`src/sv/tpq_pkg.sv`:
```
// Shared types and constants for the timeout priority queue.
`default_nettype none
package tpq_pkg;
    localparam int CAPACITY    = 32;
    localparam int MAX_EXPIRED = 32;
    localparam int CNT_W       = $clog2(CAPACITY + 1);
    localparam int EXP_W       = $clog2(MAX_EXPIRED + 1);
    localparam int DL_W        = 33;
    localparam int ID_W        = 10;
    localparam int TMO_W       = 24;
    localparam int NOW_W       = 32;
    localparam int DLY_W       = 25;

    localparam logic [1:0] KIND_ADD    = 2'd0;
    localparam logic [1:0] KIND_CANCEL = 2'd1;

    localparam logic [1:0] RK_ADD_ACK    = 2'd0;
    localparam logic [1:0] RK_CANCEL_ACK = 2'd1;
    localparam logic [1:0] RK_EXPIRED    = 2'd2;
    localparam logic [1:0] RK_DELAY      = 2'd3;

    localparam logic [1:0] ST_OK    = 2'd0;
    localparam logic [1:0] ST_FULL  = 2'd1;
    localparam logic [1:0] ST_NOID  = 2'd2;

    typedef struct packed {
        logic [DL_W-1:0] deadline;
        logic [ID_W-1:0] id;
        logic            notify;
        logic            deleted;
    } entry_t;

    // Command broadcast to every cell at once.
    typedef struct packed {
        logic            ins;     // insert new entry
        logic            pop;     // shift whole row toward the head
        logic            cancel;  // mark entries of cmd id deleted
        entry_t          item;
    } cell_cmd_t;
endpackage
`default_nettype wire

```
`src/sv/tpq_cell.sv`:
```
// One storage cell of the sorted timer row.
`default_nettype none
module tpq_cell (
    input  wire logic              aclk,
    input  wire tpq_pkg::cell_cmd_t cmd,
    input  wire logic              occ,       // this cell holds an entry
    input  wire logic              prev_occ,
    input  wire tpq_pkg::entry_t   prev_ent,  // neighbor toward head
    input  wire logic              prev_le,   // neighbor deadline <= new
    input  wire tpq_pkg::entry_t   next_ent,  // neighbor toward tail
    output tpq_pkg::entry_t        ent,
    output logic                   le,        // occupied and deadline <= new
    output logic                   hit        // live entry matching cancel id
);
    import tpq_pkg::*;
    entry_t ent_reg, ent_next;

    assign ent = ent_reg;
    assign le  = occ && (ent_reg.deadline <= cmd.item.deadline);
    assign hit = occ && !ent_reg.deleted && (ent_reg.id == cmd.item.id);

    always_comb begin
        ent_next = ent_reg;
        if (cmd.ins) begin
            // keep if we stay ahead; take new if boundary; else shift from prev
            if (le) begin
                ent_next = ent_reg;
            end else if (!prev_occ || prev_le) begin
                ent_next = cmd.item;
            end else begin
                ent_next = prev_ent;
            end
        end else if (cmd.pop) begin
            ent_next = next_ent;
        end else if (cmd.cancel && hit) begin
            ent_next.deleted = 1'b1;
        end
    end

    always_ff @(posedge aclk) begin
        ent_reg <= ent_next;
    end
endmodule
`default_nettype wire

```
`config.mk`:
```
export PLATFORM = sky130hd
export DESIGN_NAME = tpq_cell
export DESIGN_NICKNAME = d
export VERILOG_FILES = /design/src/sv/tpq_pkg.sv /design/src/sv/tpq_cell.sv
export SDC_FILE = /design/constraint.sdc
export NUM_CORES = 1
export LEC_CHECK = 0
export ABC_AREA = 0
export BUFFER_PORTS_ARGS = -buffer_cell sky130_fd_sc_hd__buf_2
export CORE_UTILIZATION = 41
export CTS_BUF_LIST = sky130_fd_sc_hd__clkbuf_8
export CTS_CLUSTER_SIZE = 20
export DETAILED_ROUTE_END_ITERATION = 16
export GPL_TIMING_DRIVEN = 0
export HOLD_SLACK_MARGIN = 0.1
export MAX_ROUTING_LAYER = met4
export PLACE_DENSITY = 0.75
export SETUP_SLACK_MARGIN = 0.2
export SYNTH_ARGS = -nofsm -noshare
export SYNTH_HDL_FRONTEND = slang
export SYNTH_SLANG_ARGS = --single-unit
```
`constraint.sdc`:
```
create_clock -name aclk -period 3.9 [get_ports aclk]
set_input_delay 0.195 -clock aclk [delete_from_list [all_inputs] [get_ports aclk]]
set_output_delay 0.195 -clock aclk [all_outputs]
set_load 0.005 [all_outputs]
```
==> metrics <==
RSZ-0062 raised after global routing false; dominant cell type by area after synthesis edfxtp_1; Pwr Total 0.00132 W; Clk pwr share 0.208; WL/cell 14.4 um; # setup viols final 0; vias in the first global route 3488; Final nets 749; Multi-input gate area 1740 sq um; Die Y 91.6 um; final WL 9750 um; Clock Latency Late Sink 0.29 ns; CP Data Arrival Time 2.95 ns; num ports 189; global-route wire length before repair 15500 um; cells after synthesis 378; initial antenna violation count 0; fraction of the cycle the final worst path needs 0.756; total leakage power 2.19 nW; # diodes 0; total setup buffers inserted after CTS 0; internal power 0.000915 W; Post-CTS Hold Buffers 0; ys flop type edfxtp_1; Post-Syn Area 3290 sq um; DIE AREA 8380 sq um; Clock Path Buffers 2; status complete, no violations; Final HPWL DP 7860 um; min-delay src next_ent[1]; drt pass-1 iters 4; Worst Hold Depth 3; CTS buffer count 5; syn_area_per_cell 8.70 sq um; CP Launch Point ent[44]; most common cell in the netlist a21oi_1; Synthesized Nets 553; sequential cell area 1350 sq um; Rel. slew slack 0.488; area delta synth->final 35.9%; GRT Util Overall 0.241; Slew Viols, Final 0; CTS tree yes; Via density 5.02; largest net degree at the start of global routing 26; DR vias 3401; Comb power frac 0.313; post-route ant nets 0; grt total ovfl 0; crit-path leading delay family compound AO/OA/AOI/OAI gates; Largest register FFs 45; DRC violations left 0; Synth area leaders edfxtp_1 (41%), a21oi_1 (14%), ha_1 (13%); layout cells sized above 1 0.355; switching power 0.000402 W; H-tree depth 2; row cnt 32; P per Cell Area 295 nW/um^2; Initial Utilization 0.426; Worst setup SP type register; Least-Margin Pin Slew 0.767 ns; Hold WC Path Type in -> reg; critical-path maximum fanout 25; CP max stage delay 0.63 ns; Post-synth top cells a21oi_1 (93), nor2_1 (78), edfxtp_1 (45); Post-synth EDFFs 45; Iteration-0 DRC Markers 145; Post-synth ARST share 0; worst reg2reg startpoint ent[44]; R2R depth 7; worst vdd ir 0.146 mV; core area 7730 sq um; Reg power frac 0.479; flop2flop setup slack 0.95 ns; min Tclk post-route 2.95 ns; Distinct cells, synth 31; Setup crit end kind register; Worst-path clk slew 0.08 ns; flops & latches, synth 45; worst path required time 3.90 ns; CTS root buffer clkbuf_8; WHS Endpoint ent[1]; post-synthesis sequential area ratio 0.411; Net Sw Frac 0.305; crit-path cells ha_1 > nand4_2 > nor4_4 > nand2_1 > o211a_1 > a21oi_4 > buf_12; Crit Path Class reg -> reg; WHS 0.215 ns; FILL cells 740; Peak Freq 339 MHz; Synth top area share 0.411; clock skew 0.00551 ns; Chip Width 91.6 um; RePlAce Congestion 0.851; cts repair resizes 0; port bufs 188; RR Endpoint ent[20]; yosys synthesis warning count 0; CP Buf/Inv Count 1; Crit-path slowest cell a21oi_4; CTS sink count 45; Final Hold Vio Count 0; max cap viols 0
## per-stage QoR
step / instances / area [sq um] / setup TNS, ns / utilization / setup WS [ns]
2_1_floorplan: 378 / 3290 / 0 / - / 0.636
3_3_place_gp: 668 / 4360 / -7.39 / 0.564 / -0.169
3_5_place_dp: 669 / 4390 / 0 / 0.568 / 0.963
4_1_cts: 677 / 4470 / 0 / 0.578 / 0.935
5_1_grt: 677 / 4470 / 0 / 0.578 / 0.769
6_report: 677 / 4470 / 0 / 0.578 / 0.953
## final cells by class
cell class                      instances  share of cell area
Multi-Input combinational cell        278               0.388
Sequential cell                        45               0.302
Timing Repair Buffer                  189               0.215
Inverter                               36              0.0302
Tap cell                              102              0.0286
Buffer                                 19              0.0174
Clock buffer                            5              0.0154
Clock inverter                          3             0.00252
## kinds of logic after synthesis
logic type      count (synthesis)  share of synthesized area
simple gates                  113                      0.157
compound gates                109                      0.175
buf+inv                        55                     0.0647
flops                          45                      0.411
fa+ha+maj                      33                      0.126
mux                            13                     0.0396
xor+xnor                       10                     0.0266
## power groups by stage
stage / Clock [W] / Combinational [W] / Sequential (W)
2_1_floorplan: 0 / 0.000212 / 0.000646
3_3_place_gp: 0 / 0.000392 / 0.000642
3_5_place_dp: 0 / 0.000415 / 0.000642
4_1_cts: 0.000283 / 0.000416 / 0.000631
5_1_grt: 0.000300 / 0.000464 / 0.000638
6_report: 0.000274 / 0.000412 / 0.000631
## worst max path at each step
stage / to / slack [ns] / cells after the start
floorplan: ent[10] / 0.64 / 6
global placement: ent[27] / -0.17 / 6
detailed placement: ent[17] / 0.96 / 7
CTS: ent[19] / 0.94 / 7
global route: ent[19] / 0.77 / 7
finish: ent[20] / 0.95 / 7
## layout by cell type, fill, tap and decap left out
cell        n
buf_2     193
a21oi_1    92
nor2_1     78
edfxtp_1   45
inv_1      39
ha_1       33
clkbuf_1   13
mux2i_1    13
nand2_1    10
xnor2_1    10
nand4_1     6
o21ai_0     6
clkbuf_8    5
nand3_1     3
nor3_1      3
nor2b_1     2
a22oi_1     2
a21boi_0    2
and4_1      2
and2_1      2
nand4_2     2
nor4_1      2
buf_1       1
o21bai_1    1
nand3b_1    1
a211oi_1    1
nor4_4      1
o211a_1     1
a221o_1     1
and4_2      1
a31o_1      1
a21oi_4     1
o31ai_1     1
buf_12      1
## worst register-to-register path, delay by kind of cell (launching register included)
kind,cells,cell delay [ns]
flip-flops,1,0.40
AND/OR/NAND/NOR,3,0.70
AO/OA/AOI/OAI,2,0.91
buffers and inverters,1,0.28
adder cells (fa/ha/maj),1,0.35
## metal layers
layer / wire, um / track usage / vias to the layer above
li1: - / - / 1718
met1: 4210 / 0.282 / 1547
met2: 5020 / 0.446 / 132
met3: 488 / 0.0310 / 4
met4: 38 / 0.0410 / 0
met5: 0 / - / -
No activity file was read; power rests on OpenSTA's default activity.
